File: src/rtl/core/vcp_pkg.sv
// Shared constants and types for the voxel projection lookup core.
package vcp_pkg;
  localparam int FEAT_H  = 64;
  localparam int FEAT_W  = 176;
  localparam int CAMERAS = 6;
  localparam int GRID_Y  = 200;
  localparam int GRID_Z  = 4;
  localparam int SLOTS   = CAMERAS * 12;
  localparam int SLOT_W  = $clog2(SLOTS);
  localparam int ROW_W   = 17;
  localparam int VOX_W   = 18;
  localparam int MAP_W   = 18;
  localparam int COEF_W  = 32;
  // dot product width: 32b coef x 11b coord, 4 terms
  localparam int ACC_W   = 46;
  localparam int CAM_W   = $clog2(CAMERAS + 1);
  localparam logic [ROW_W-1:0] NO_ROW = ROW_W'(CAMERAS * FEAT_H * FEAT_W);
  localparam logic [MAP_W-1:0] MAP_RESET = MAP_W'(181896);

  // voxel / PLANE by reciprocal multiply, exact over the whole 18-bit index range
  localparam int PLANE    = GRID_Y * GRID_Z;
  localparam int RECIP_SH = 28;
  localparam int RECIP_W  = 19;
  localparam logic [RECIP_W-1:0] PLANE_RECIP =
    RECIP_W'(((64'd1 << RECIP_SH) + 64'(PLANE) - 64'd1) / 64'(PLANE));

  localparam logic CMD_LOAD    = 1'b0;
  localparam logic CMD_PROJECT = 1'b1;

  // divider request / response
  typedef struct packed {
    logic             start;
    logic [ACC_W-1:0] num;
    logic [ACC_W-1:0] den;
  } div_req_t;

  typedef struct packed {
    logic             done;
    logic [ACC_W-1:0] quo;
  } div_rsp_t;
endpackage

File: src/rtl/core/vcp_ram.sv
// Generic simple dual-port RAM (one write port, one read port) with registered read.
module vcp_ram #(
  parameter int WIDTH = 32,
  parameter int DEPTH = 72
) (
  input  logic                     clk,
  input  logic                     we,
  input  logic [$clog2(DEPTH)-1:0] waddr,
  input  logic [WIDTH-1:0]         wdata,
  input  logic [$clog2(DEPTH)-1:0] raddr,
  output logic [WIDTH-1:0]         rdata
);
  logic [WIDTH-1:0] mem [DEPTH];

  always_ff @(posedge clk) begin
    if (we) begin
      mem[waddr] <= wdata;
    end
    rdata <= mem[raddr];
  end
endmodule

File: src/rtl/core/vcp_div.sv
// Restoring divider, one quotient bit per cycle, rounds half to even.
module vcp_div (
  input  logic              clk,
  input  logic              rst_n,
  input  vcp_pkg::div_req_t req,
  output vcp_pkg::div_rsp_t rsp
);
  import vcp_pkg::*;

  localparam int CNT_W = $clog2(ACC_W + 1);

  logic             busy_r, busy_nxt;
  logic             done_r, done_nxt;
  logic             neg_r, neg_nxt;
  logic [CNT_W-1:0] cnt_r, cnt_nxt;
  logic [ACC_W-1:0] den_r, den_nxt;
  logic [ACC_W-1:0] q_r, q_nxt;
  logic [ACC_W:0]   rem_r, rem_nxt;
  logic [ACC_W-1:0] quo_r, quo_nxt;
  logic [ACC_W:0]   trial;
  logic [ACC_W+1:0] twice;
  logic             up;
  logic [ACC_W-1:0] mag;
  logic [ACC_W-1:0] qa;

  always_comb begin
    busy_nxt = busy_r;
    done_nxt = 1'b0;
    neg_nxt  = neg_r;
    cnt_nxt  = cnt_r;
    den_nxt  = den_r;
    q_nxt    = q_r;
    rem_nxt  = rem_r;
    quo_nxt  = quo_r;
    trial    = '0;
    twice    = '0;
    up       = 1'b0;
    mag      = '0;
    qa       = '0;
    if (req.start) begin
      neg_nxt  = req.num[ACC_W-1];
      q_nxt    = req.num[ACC_W-1] ? (~req.num + 1'b1) : req.num;
      den_nxt  = req.den;
      rem_nxt  = '0;
      cnt_nxt  = CNT_W'(ACC_W);
      busy_nxt = 1'b1;
    end else if (busy_r) begin
      if (cnt_r != '0) begin
        trial = {rem_r[ACC_W-1:0], q_r[ACC_W-1]};
        q_nxt = {q_r[ACC_W-2:0], 1'b0};
        if (trial >= {1'b0, den_r}) begin
          rem_nxt  = trial - {1'b0, den_r};
          q_nxt[0] = 1'b1;
        end else begin
          rem_nxt = trial;
        end
        cnt_nxt = cnt_r - 1'b1;
      end else begin
        // magnitude quotient q_r, remainder rem_r; fix sign then round
        twice = {rem_r, 1'b0};
        if (!neg_r) begin
          up  = (twice > {2'b0, den_r}) || (twice == {2'b0, den_r} && q_r[0]);
          quo_nxt = q_r + ACC_W'(up);
        end else if (rem_r == '0) begin
          quo_nxt = ~q_r + 1'b1;
        end else begin
          // floor = -(q+1), r' = den - rem
          mag = den_r - rem_r[ACC_W-1:0];
          qa  = ~(q_r + 1'b1) + 1'b1;
          twice = {1'b0, mag, 1'b0};
          up  = (twice > {2'b0, den_r}) || (twice == {2'b0, den_r} && qa[0]);
          quo_nxt = qa + ACC_W'(up);
        end
        busy_nxt = 1'b0;
        done_nxt = 1'b1;
      end
    end
  end

  always_ff @(posedge clk) begin
    if (!rst_n) begin
      busy_r <= 1'b0;
      done_r <= 1'b0;
    end else begin
      busy_r <= busy_nxt;
      done_r <= done_nxt;
    end
    neg_r <= neg_nxt;
    cnt_r <= cnt_nxt;
    den_r <= den_nxt;
    q_r   <= q_nxt;
    rem_r <= rem_nxt;
    quo_r <= quo_nxt;
  end

  assign rsp.done = done_r;
  assign rsp.quo  = quo_r;

  a_done_after_busy: assert property (@(posedge clk) disable iff (!rst_n)
    done_r |-> $past(busy_r)) else $error("divider done without work");
  a_no_overlap: assert property (@(posedge clk) disable iff (!rst_n)
    busy_r |-> !req.start) else $error("divider restarted while busy");
  a_done_clears: assert property (@(posedge clk) disable iff (!rst_n)
    done_r |=> !done_r) else $error("divider done held");
endmodule

File: src/rtl/core/voxel_camera_projection_lut_core.sv
// Top level: coefficient store, shared MAC and divider under a sequencer.
//
// Input channel in_*: in_command 0 loads coef_value into slot coef_index (slots past
// the store are dropped); in_command 1 projects voxel_index through all cameras.
// Output channel out_*: one request per projection, carrying voxel_echo, table_row
// and seen. Loads give no result.
// cfg_we writes the 18-bit camera block map; write only while idle.
// Loads can follow back to back. A projection splits the grid coordinates, then per
// camera reads the coefficients through the store into one 32x11 multiplier and
// 46-bit accumulator, runs two serial divisions on the one shared divider and
// checks the result; the divisions are skipped when the depth is not positive.
// The divisions set the rate, and no new request is taken until the projection is
// through and its result accepted.
// Reset clears control state and sets the block map so camera c uses block c; the
// coefficient store is not cleared and must be loaded before projecting.
// When the receiver stalls, the result waits in the output register and no new
// request is taken until it is accepted; the next one can go the cycle after.
module voxel_camera_projection_lut_core (
  input  logic                         clk,
  input  logic                         rst_n,
  input  logic                         in_valid,
  output logic                         in_ready,
  input  logic                         in_command,
  input  logic [6:0]                   in_coef_index,
  input  logic signed [31:0]           in_coef_value,
  input  logic [17:0]                  in_voxel_index,
  output logic                         out_valid,
  input  logic                         out_ready,
  output logic [17:0]                  out_voxel_echo,
  output logic [16:0]                  out_table_row,
  output logic                         out_seen,
  input  logic                         cfg_we,
  input  logic [vcp_pkg::MAP_W-1:0]    cfg_wdata
);
  import vcp_pkg::*;

  typedef enum logic [3:0] {
    S_IDLE, S_SPLIT, S_RD, S_MAC, S_DIVU, S_WU, S_DIVW, S_WW, S_CHECK, S_OUT
  } state_t;

  state_t                  state_r, state_nxt;
  logic [MAP_W-1:0]        map_r;
  logic [VOX_W-1:0]        vox_r, vox_nxt;
  logic [10:0]             xi_r, xi_nxt;
  logic signed [10:0]      cx_r, cx_nxt, cy_r, cy_nxt, cz_r, cz_nxt;
  logic [CAM_W-1:0]        cam_r, cam_nxt;
  logic [3:0]              el_r, el_nxt;
  logic                    rdv_r, rdv_nxt;
  logic [3:0]              macel_r, macel_nxt;
  logic signed [ACC_W-1:0] acc_r, acc_nxt;
  logic signed [ACC_W-1:0] u_r, u_nxt, w_r, w_nxt, d_r, d_nxt;
  logic signed [ACC_W-1:0] px_r, px_nxt, py_r, py_nxt;
  logic [ROW_W-1:0]        row_r, row_nxt;
  logic                    seen_r, seen_nxt;
  logic                    ovalid_r, ovalid_nxt;
  logic signed [10:0]      coord;
  logic signed [ACC_W-1:0] prod;
  logic [SLOT_W-1:0]       raddr;
  logic [COEF_W-1:0]       rdata;
  logic                    ram_we;
  div_req_t                dreq;
  div_rsp_t                drsp;
  logic [2:0]              blk;
  logic [2*MAP_W-1:0]      map_ext;
  logic                    acc_in;
  logic [VOX_W+RECIP_W-1:0] xprod;
  logic [9:0]              prem;

  assign ram_we = in_valid && in_ready && in_command == CMD_LOAD &&
                  in_coef_index < 7'(SLOTS);
  assign raddr  = SLOT_W'(cam_r * 12 + CAM_W'(0)) + SLOT_W'(el_r);

  vcp_ram #(.WIDTH(COEF_W), .DEPTH(SLOTS)) u_store (
    .clk   (clk),
    .we    (ram_we),
    .waddr (in_coef_index[SLOT_W-1:0]),
    .wdata (in_coef_value),
    .raddr (raddr),
    .rdata (rdata)
  );

  vcp_div u_div (.clk(clk), .rst_n(rst_n), .req(dreq), .rsp(drsp));

  assign in_ready = (state_r == S_IDLE) && !ovalid_r;
  assign acc_in   = in_valid && in_ready;

  // grid split: xi by reciprocal multiply, then the remainder within the plane
  assign xprod = {{RECIP_W{1'b0}}, in_voxel_index} * {{VOX_W{1'b0}}, PLANE_RECIP};
  assign prem  = 10'(vox_r - VOX_W'(xi_r * PLANE));

  always_comb begin
    case (macel_r[1:0])
      2'd0:    coord = cx_r;
      2'd1:    coord = cy_r;
      2'd2:    coord = cz_r;
      default: coord = 11'sd2;
    endcase
    prod = ACC_W'($signed(rdata) * coord);
  end

  assign map_ext = {{MAP_W{1'b0}}, map_r} >> (3 * cam_r);
  assign blk     = map_ext[2:0];

  always_comb begin
    state_nxt  = state_r;
    vox_nxt    = vox_r;
    xi_nxt     = xi_r;
    cx_nxt     = cx_r;
    cy_nxt     = cy_r;
    cz_nxt     = cz_r;
    cam_nxt    = cam_r;
    el_nxt     = el_r;
    rdv_nxt    = 1'b0;
    macel_nxt  = macel_r;
    acc_nxt    = acc_r;
    u_nxt      = u_r;
    w_nxt      = w_r;
    d_nxt      = d_r;
    px_nxt     = px_r;
    py_nxt     = py_r;
    row_nxt    = row_r;
    seen_nxt   = seen_r;
    ovalid_nxt = ovalid_r && !out_ready;
    dreq       = '0;
    case (state_r)
      S_IDLE: begin
        if (acc_in && in_command == CMD_PROJECT) begin
          vox_nxt   = in_voxel_index;
          xi_nxt    = 11'(xprod >> RECIP_SH);
          state_nxt = S_SPLIT;
        end
      end
      S_SPLIT: begin
        cx_nxt    = $signed(xi_r) - 11'sd100;
        cy_nxt    = $signed(11'(prem / GRID_Z)) - 11'sd100;
        cz_nxt    = $signed(11'(prem % GRID_Z) * 11'd3) - 11'sd8;
        cam_nxt   = '0;
        el_nxt    = '0;
        row_nxt   = NO_ROW;
        seen_nxt  = 1'b0;
        state_nxt = S_RD;
      end
      S_RD: begin
        el_nxt    = el_r + 1'b1;
        rdv_nxt   = 1'b1;
        macel_nxt = el_r;
        acc_nxt   = '0;
        state_nxt = S_MAC;
      end
      S_MAC: begin
        if (rdv_r) begin
          acc_nxt = ((macel_r[1:0] == 2'd0) ? '0 : acc_r) + prod;
          if (macel_r[1:0] == 2'd3) begin
            case (macel_r[3:2])
              2'd0:    u_nxt = acc_r + prod;
              2'd1:    w_nxt = acc_r + prod;
              default: d_nxt = acc_r + prod;
            endcase
          end
        end
        if (el_r != 4'd12) begin
          el_nxt    = el_r + 1'b1;
          rdv_nxt   = 1'b1;
          macel_nxt = el_r;
        end else if (rdv_r) begin
          rdv_nxt   = 1'b0;
          macel_nxt = macel_r;
        end else if (d_r > 0) begin
          dreq.start = 1'b1;
          dreq.num   = u_r;
          dreq.den   = d_r;
          state_nxt  = S_WU;
        end else begin
          state_nxt = S_CHECK;
          px_nxt    = '1;
        end
      end
      S_WU: begin
        if (drsp.done) begin
          px_nxt     = drsp.quo;
          dreq.start = 1'b1;
          dreq.num   = w_r;
          dreq.den   = d_r;
          state_nxt  = S_WW;
        end
      end
      S_WW: begin
        if (drsp.done) begin
          py_nxt    = drsp.quo;
          state_nxt = S_CHECK;
        end
      end
      S_CHECK: begin
        if (px_r >= 0 && py_r >= 0 && px_r < FEAT_W && py_r < FEAT_H) begin
          row_nxt  = ROW_W'(blk * (FEAT_H * FEAT_W)) + ROW_W'(py_r[9:0] * FEAT_W)
                   + ROW_W'(px_r[9:0]);
          seen_nxt = 1'b1;
        end
        if (cam_r == CAM_W'(CAMERAS - 1)) begin
          state_nxt = S_OUT;
        end else begin
          cam_nxt   = cam_r + 1'b1;
          el_nxt    = '0;
          state_nxt = S_RD;
        end
      end
      S_OUT: begin
        ovalid_nxt = 1'b1;
        state_nxt  = S_IDLE;
      end
      default: state_nxt = S_IDLE;
    endcase
  end

  always_ff @(posedge clk) begin
    if (!rst_n) begin
      state_r  <= S_IDLE;
      map_r    <= MAP_RESET;
      ovalid_r <= 1'b0;
      rdv_r    <= 1'b0;
    end else begin
      state_r  <= state_nxt;
      ovalid_r <= ovalid_nxt;
      rdv_r    <= rdv_nxt;
      if (cfg_we) begin
        map_r <= cfg_wdata;
      end
    end
    vox_r   <= vox_nxt;
    xi_r    <= xi_nxt;
    cx_r    <= cx_nxt;
    cy_r    <= cy_nxt;
    cz_r    <= cz_nxt;
    cam_r   <= cam_nxt;
    el_r    <= el_nxt;
    macel_r <= macel_nxt;
    acc_r   <= acc_nxt;
    u_r     <= u_nxt;
    w_r     <= w_nxt;
    d_r     <= d_nxt;
    px_r    <= px_nxt;
    py_r    <= py_nxt;
    row_r   <= row_nxt;
    seen_r  <= seen_nxt;
  end

  assign out_valid      = ovalid_r;
  assign out_voxel_echo = vox_r;
  assign out_table_row  = row_r;
  assign out_seen       = seen_r;

  a_ready_idle: assert property (@(posedge clk) disable iff (!rst_n)
    in_ready |-> state_r == S_IDLE) else $error("ready while busy");
  a_seen_row: assert property (@(posedge clk) disable iff (!rst_n)
    (out_valid && !out_seen) |-> out_table_row == NO_ROW) else $error("unseen row wrong");
  a_out_from_seq: assert property (@(posedge clk) disable iff (!rst_n)
    $rose(out_valid) |-> $past(state_r) == S_OUT) else $error("stray result");
endmodule

File: config.mk
export PLATFORM = sky130hd
export DESIGN_NAME = voxel_camera_projection_lut_core
export DESIGN_NICKNAME = d
export VERILOG_FILES = /design/src/rtl/core/vcp_pkg.sv /design/src/rtl/core/vcp_ram.sv /design/src/rtl/core/vcp_div.sv /design/src/rtl/core/voxel_camera_projection_lut_core.sv
export SDC_FILE = /design/constraint.sdc
export NUM_CORES = 2
export LEC_CHECK = 0
export BUFFER_PORTS_ARGS = -buffer_cell sky130_fd_sc_hd__clkbuf_2
export CORE_MARGIN = 1.5
export CORE_UTILIZATION = 25
export DETAILED_ROUTE_END_ITERATION = 8
export PLACE_DENSITY_LB_ADDON = 0.2
export SLEW_MARGIN = 10
export SYNTH_ARGS = -nofsm -noshare
export SYNTH_HDL_FRONTEND = slang
export SYNTH_HIERARCHICAL = 1
export SYNTH_SLANG_ARGS = --single-unit
File: constraint.sdc
create_clock -name clk -period 12.1 [get_ports clk]
set_input_delay 1.815 -clock clk [delete_from_list [all_inputs] [get_ports clk]]
set_output_delay 1.815 -clock clk [all_outputs]
set_load 0.03 [all_outputs]
After elaboration in Yosys (flattened, before gate mapping)
Memory sizes are Yosys's and may differ from the RTL's. A register that Yosys moved wholly into a read port is not among the register bits.
Index checks and enable logic that the tools add are counted.
{"block": "op_classes", "magnitude_cmp": 9, "n_shift": 1, "n_eq_ne": 25, "bitwise": 9, "n_reduce_logical": 43, "n_mux": 50, "add_sub_neg": 20, "mul": 8}
{"operator": "2-to-1 mux 46 bit", "n": 12}
{"operator": "2-to-1 mux 93 bit", "n": 4}
{"operator": "case mux 93 bit (2 select lines)", "n": 1}
{"operator": "adder 46 x 1 -> 46 bit (second input constant)", "n": 4}
{"operator": "case mux 46 bit (2 select lines)", "n": 2}
{"operator": "NOT 46 bit", "n": 3}
{"operator": "adder 46 x 1 -> 46 bit", "n": 2}
{"operator": ">= comparator 46 x 1 -> 1 bit (second input constant)", "n": 2}
{"operator": "== test 48 x 46 -> 1 bit", "n": 1}
{"operator": "> comparator 48 x 46 -> 1 bit", "n": 1}
{"operator": "== test 47 x 46 -> 1 bit", "n": 1}
{"operator": ">= comparator 47 x 46 -> 1 bit", "n": 1}
{"operator": "> comparator 47 x 46 -> 1 bit", "n": 1}
{"operator": "zero test 47 bit", "n": 1}
{"operator": "2-to-1 mux 47 bit", "n": 1}
{"operator": "subtractor 47 x 46 -> 47 bit", "n": 1}
{"operator": "adder 46 x 43 -> 46 bit", "n": 1}
{"operator": "adder 46 bit", "n": 1}
{"operator": "> comparator 46 x 1 -> 1 bit (second input constant)", "n": 1}
{"operator": "< comparator 46 x 8 -> 1 bit (second input constant)", "n": 1}
{"operator": "< comparator 46 x 9 -> 1 bit (second input constant)", "n": 1}
{"operator": "subtractor 46 bit", "n": 1}
{"operator": "multiplier 32 x 11 -> 43 bit", "n": 1}
{"operator": "2-to-1 mux 4 bit", "n": 10}
{"operator": "other kinds (54)", "n": 110}
{"block": "totals", "ff_bits": 583, "ramBits": 2304, "mem_count": 1, "word_cells": 194, "out_inout_bits": 38, "in_bits": 81}
{"memory": "u_store.mem", "depth": 72, "width": 32, "read_ports": 1, "rd_ports_with_merged_regs": 1, "wr": 1, "line": "vcp_ram.sv:13", "rtl": "logic [WIDTH-1:0] mem [DEPTH];"}

Longest topological paths before layout
{"block": "depth", "depth_word": 9, "ltp_mapped": 43, "mapped_depth_nobuf": 38}

Hierarchy
The synthesis kept the hierarchy.
{"module": "vcp_ram", "instances": 1, "area_per_inst_um2": 88726.3, "cells_each": 3817, "seq_area_each_um2": 69827.0}
{"module": "voxel_camera_projection_lut_core", "instances": 1, "area_per_inst_um2": 38371.8, "cells_each": 3723, "seq_area_each_um2": 11140.7}
{"module": "vcp_div", "instances": 1, "area_per_inst_um2": 20156.8, "cells_each": 2569, "seq_area_each_um2": 5275.1}

Worst setup path before layout
Ideal clock, no wire load.
{"block": "synth_path", "path_type": "register to register", "startpoint": "reg macel_r[1]", "endpoint": "reg d_r[44] (data pin)", "n_path_buf": 6, "setup_time_ns": 0.267, "required_ns": 11.833, "stages_incl_launch_ff": 43, "setup_slack_ns": 3.215, "t_arrival_ns": 8.618, "synth_period_minus_slack_ns": 8.885, "path_cell_list": "edfxtp_1 > clkbuf_1 > and2_1 > clkbuf_1 > a21oi_1 > o21a_1 > clkbuf_1 > inv_1 > clkbuf_1 > clkbuf_1 > nand2_1 > fa_1 > fa_1 > inv_1 > fa_1 > fa_1 > inv_1 > fa_1 > [7 not listed] > a211o_1 > a31oi_1 > o21ai_0 > a21o_1 > a21oi_1 > xnor2_1 > ha_1 > a21o_1 > a21oi_1 > nor2b_1 > a311oi_1 > o21ai_1 > a31o_2 > a41oi_1 > a21oi_1 > o21a_1 > nor2_1 > xnor2_1"}
{"block": "synth_via", "elab_chain_cells": 4, "word_cells_on_any_way": 6, "cone_classes": "add/sub: 1; mul: 1; eq/ne: 2; mux: 1; reduce/logical: 1"}
{"element": "start: declaration", "line": "voxel_camera_projection_lut_core.sv:49", "rtl": "logic [3:0] macel_r, macel_nxt;"}
{"element": "start signal: assignment", "line": "voxel_camera_projection_lut_core.sv:236", "rtl": "macel_r <= macel_nxt;"}
{"element": "== test 2 bit, or another cell as far along", "line": "voxel_camera_projection_lut_core.sv:92", "rtl": "case (macel_r[1:0])"}
{"element": "case mux 11 bit (3 select lines) (*)", "line": "voxel_camera_projection_lut_core.sv:92"}
{"element": "multiplier 32 x 11 -> 43 bit (*)", "line": "voxel_camera_projection_lut_core.sv:98", "rtl": "prod = ACC_W'($signed(rdata) * coord);"}
{"element": "adder 46 x 43 -> 46 bit (*)", "line": "voxel_camera_projection_lut_core.sv:157", "rtl": "default: d_nxt = acc_r + prod;"}
{"element": "end signal: assignment", "line": "voxel_camera_projection_lut_core.sv:240", "rtl": "d_r <= d_nxt;"}
{"element": "end: declaration", "line": "voxel_camera_projection_lut_core.sv:51", "rtl": "logic signed [ACC_W-1:0] u_r, u_nxt, w_r, w_nxt, d_r, d_nxt;"}
Mark *: on every way between the ends. The rest lies on a longest branch, timed or not.
A chain may end at the register's enable or synchronous reset.

Worst setup path after layout
{"block": "layout_path", "startpoint": "reg macel_r[0]", "endpoint": "reg d_r[44] (data pin)"}
The elaborated chain is that of the path after synthesis.

==> run_results.csv <==
group,metric,value,unit
sta,finalSetupViolations,0,
floorplan,die_x,770,µm
setup_path,timing_worst_setup_path_type,"flop to flop",
flow_run,max_cap_violations,0,
setup_path,slowest_stage,"inv_1",
floorplan,die_y,770,µm
place,gp_congestion,0.847,
clock_tree,root_buffer,"clkbuf_16",
setup_path,cpMostUsedCell,"fa_1",
sta,period_share,89.6,%
logic_synthesis,ys_top_cells_by_area,"edfxtp_1 (57%), mux4_2 (8.5%), fa_1 (6.0%), ha_1 (4.5%), inv_1 (2.0%)",
route,dr.pass1.iters,7,
sta,min_period,10850,ps
sta,max_slew_margin,8.69,%
logic_synthesis,syn-num-nets,11200,
setup_path,cp-startpoint,"macel_r[0]",
layout,final_common_cell,"edfxtp_1",
grt,antenna_found_initial,22,
setup_path,critPathLaunchType,"flop",
grt,grt_pass1_wl,645,mm
sta,worst_pin_slew,1360,ps
clock_tree,clk_pin_slew,60,ps
clock_tree,h-tree-depth,5,
logic_synthesis,syn_avg_cell_area,14.6,µm²
clock_tree,cts_buffers,334,
grt,grt_overflow,0,
setup_path,r2r_cells,36,
sta,slew_viol_final,0,
sta,hold_viol,0,
setup_path,cpPeakStageDelay,920,ps
layout,regArea,0.0862,mm²
floorplan,rows,281,
logic_synthesis,async_reset_ff_share,0,%
setup_path,cp_max_fo,38,
layout,syn2layout_area_growth,14.3,%
floorplan,initial_core_util,25.1,%
setup_path,critPathBufInv,5,
setup_path,reg2reg_to,"d_r[44]",
clock_tree,cts_max_path_buffers,4,
layout,drive_above_1_share,15.7,%
logic_synthesis,netlist_area,0.147,mm²
route,vias,86600,
clock_tree,cts_hold_buf,0,
sta,fin_setup_tns,0,ps
setup_path,worstPathRequired,12790,ps
sta,fin_skew,94.3,ps
logic_synthesis,synth_top_area_share,57.1,%
logic_synthesis,synth_flop_cell,"edfxtp_1",
clock_tree,clock_latency,990,ps
logic_synthesis,synth_edf_count,2798,
route,routed_wl,447,mm
setup_path,crit_family,"adder cells",
setup_path,worstReg2RegStart,"macel_r[0]",
grt,grt_pass1_vias,90200,
route,drtIter0Drc,6778,
sta,rsz0062_at_grt,"false",
logic_synthesis,yosysUniqueCellTypes,110,
worst_hold_path,min_to,"py_r[0]",
grt,grtUsageTotal,14.7,%
clock_tree,post_cts_buffers,0,
sta,fmax,92.2,MHz
setup_path,r2r_slack,1250,ps
worst_hold_path,min_path_cells,0,
logic_synthesis,ys_warn_count,6,
place,hpwlAfterDp,291,mm
floorplan,fp.dieArea,0.594,mm²
setup_path,end_kind,"flop",
route,via_per_inst,4.72,
outcome,status,"completed",
clock_tree,cts_tree,"built",
floorplan,coreArea,0.586,mm²
layout,nFillCells,58900,
layout,nets,11400,
logic_synthesis,syn_inst,10100,
logic_synthesis,yosys.area.top_type,"edfxtp_1",
place,port_buffers,118,
worst_hold_path,hp-start,"u_div/quo_r[0]",
clock_tree,cts.sinks,2909,
worst_hold_path,hp-class,"flop to flop",
route,drc,0,
clock_tree,cts.repair.resized,0,
floorplan,ios,119,
setup_path,cp.arrival,11540,ps
route,drtAntennaViolNets,0,
logic_synthesis,ys_ff_latch,2909,
layout,layout_common_cells,"edfxtp_1 (2798), inv_1 (775), mux4_2 (558)",
logic_synthesis,ys_seq_area_share,58.6,%
route,detail_route.wl_per_cell,24.4,µm
grt,grt_max_degree,104,
layout,multi_input_area,0.0567,mm²
## registers in the layout, indices dropped and copies added (netlist names), 6 cells and up
register,count
u_div/cnt_r,6
map_r,18
u_store/mem,2304
d_r,46
u_div/quo_r,46
cx_r,10
acc_r,46
u_div/q_r,46
w_r,46
out_table_row,17
u_store/rdata,32
py_r,46
cy_r,9
out_voxel_echo,18
px_r,46
u_r,46
xi_r,9
u_div/den_r,46
u_div/rem_r,47
## logic make-up after synthesis
family                     count (synthesis)  synth area share, %
AOI/OAI and AO/OA                       1518                 6.79
adders and majority gates                979                 10.6
and+or+nand+nor                         2180                 7.53
muxes                                    821                 10.4
DFF                                     2909                 58.6
xor gates and xnor gates                 440                 2.66
buffers and inverters                   1262                 3.47
## final cells by class
class	instances	share of cell area (%)
sequential	2909	51.2
multi-input combinational	5938	33.7
tap	7782	5.79
clock buffer	410	5.19
inverter	777	1.74
timing repair buffer	341	1.39
clock inverter	180	0.950
antenna	17	0.0253
## how the worst max path moves through the flow
stage                     endpoint  slack, ps  cells after the start
after global routing       d_r[44]        490                     36
final                      d_r[44]       1250                     36
after global placement     d_r[44]       1520                     37
after CTS                  d_r[44]       1130                     37
after detailed placement   d_r[44]       1230                     37
after floorplan            d_r[44]       3210                     42
## per-layer routing
metal / vias to the layer above / global-route usage, % / share of wire (%)
li1: 38500 / - / -
met1: 45500 / 20.2 / 45
met2: 2130 / 25.0 / 48
met3: 488 / 1.60 / 4.4
met4: 0 / 3.03 / 2.1
met5: - / 0 / 0
## worst reg2reg max path: cells and delay by family, from the launching register on
family                     cells  cell delay (ps)
and+or+nand+nor                9             1810
DFF                            1              690
AOI/OAI and AO/OA             13             3110
buffers and inverters          5             1310
xor gates and xnor gates       2              500
adders and majority gates      7             3150
## metrics by stage
step / worst slack (ps) / std cells / utilization (%) / hold slack (ps) / cell area (µm²)
floorplan: 3210 / 10100 / - / 417 / 147000
global placement: 1520 / 17700 / 26.9 / 426 / 158000
detailed placement: 1230 / 17700 / 26.9 / 430 / 158000
CTS: 1130 / 18300 / 28.7 / 444 / 168000
global route: 486 / 18300 / 28.7 / 454 / 168000
finish: 1250 / 18400 / 28.7 / 443 / 168000
## synthesized netlist by cell type, types with 48 or more instances
cell / number
a211oi_1: 72
a21o_1: 159
a21oi_1: 407
a22o_1: 51
a22oi_1: 96
a31oi_1: 51
and2_1: 274
buf_2: 87
buf_4: 48
clkbuf_1: 318
dfxtp_1: 111
edfxtp_1: 2798
fa_1: 442
ha_1: 534
inv_1: 777
mux2_2: 110
mux2i_1: 153
mux4_2: 558
nand2_1: 512
nand2b_1: 115
nand3_1: 138
nand4_1: 110
nor2_1: 500
nor2b_1: 74
nor3_1: 131
nor4_1: 90
o21ai_0: 219
o22ai_1: 102
xnor2_1: 257
xor2_1: 179
Power is left out: the tool's default activity adds up to more than one toggle a clock period on the data nets, which glitch-free logic cannot reach.
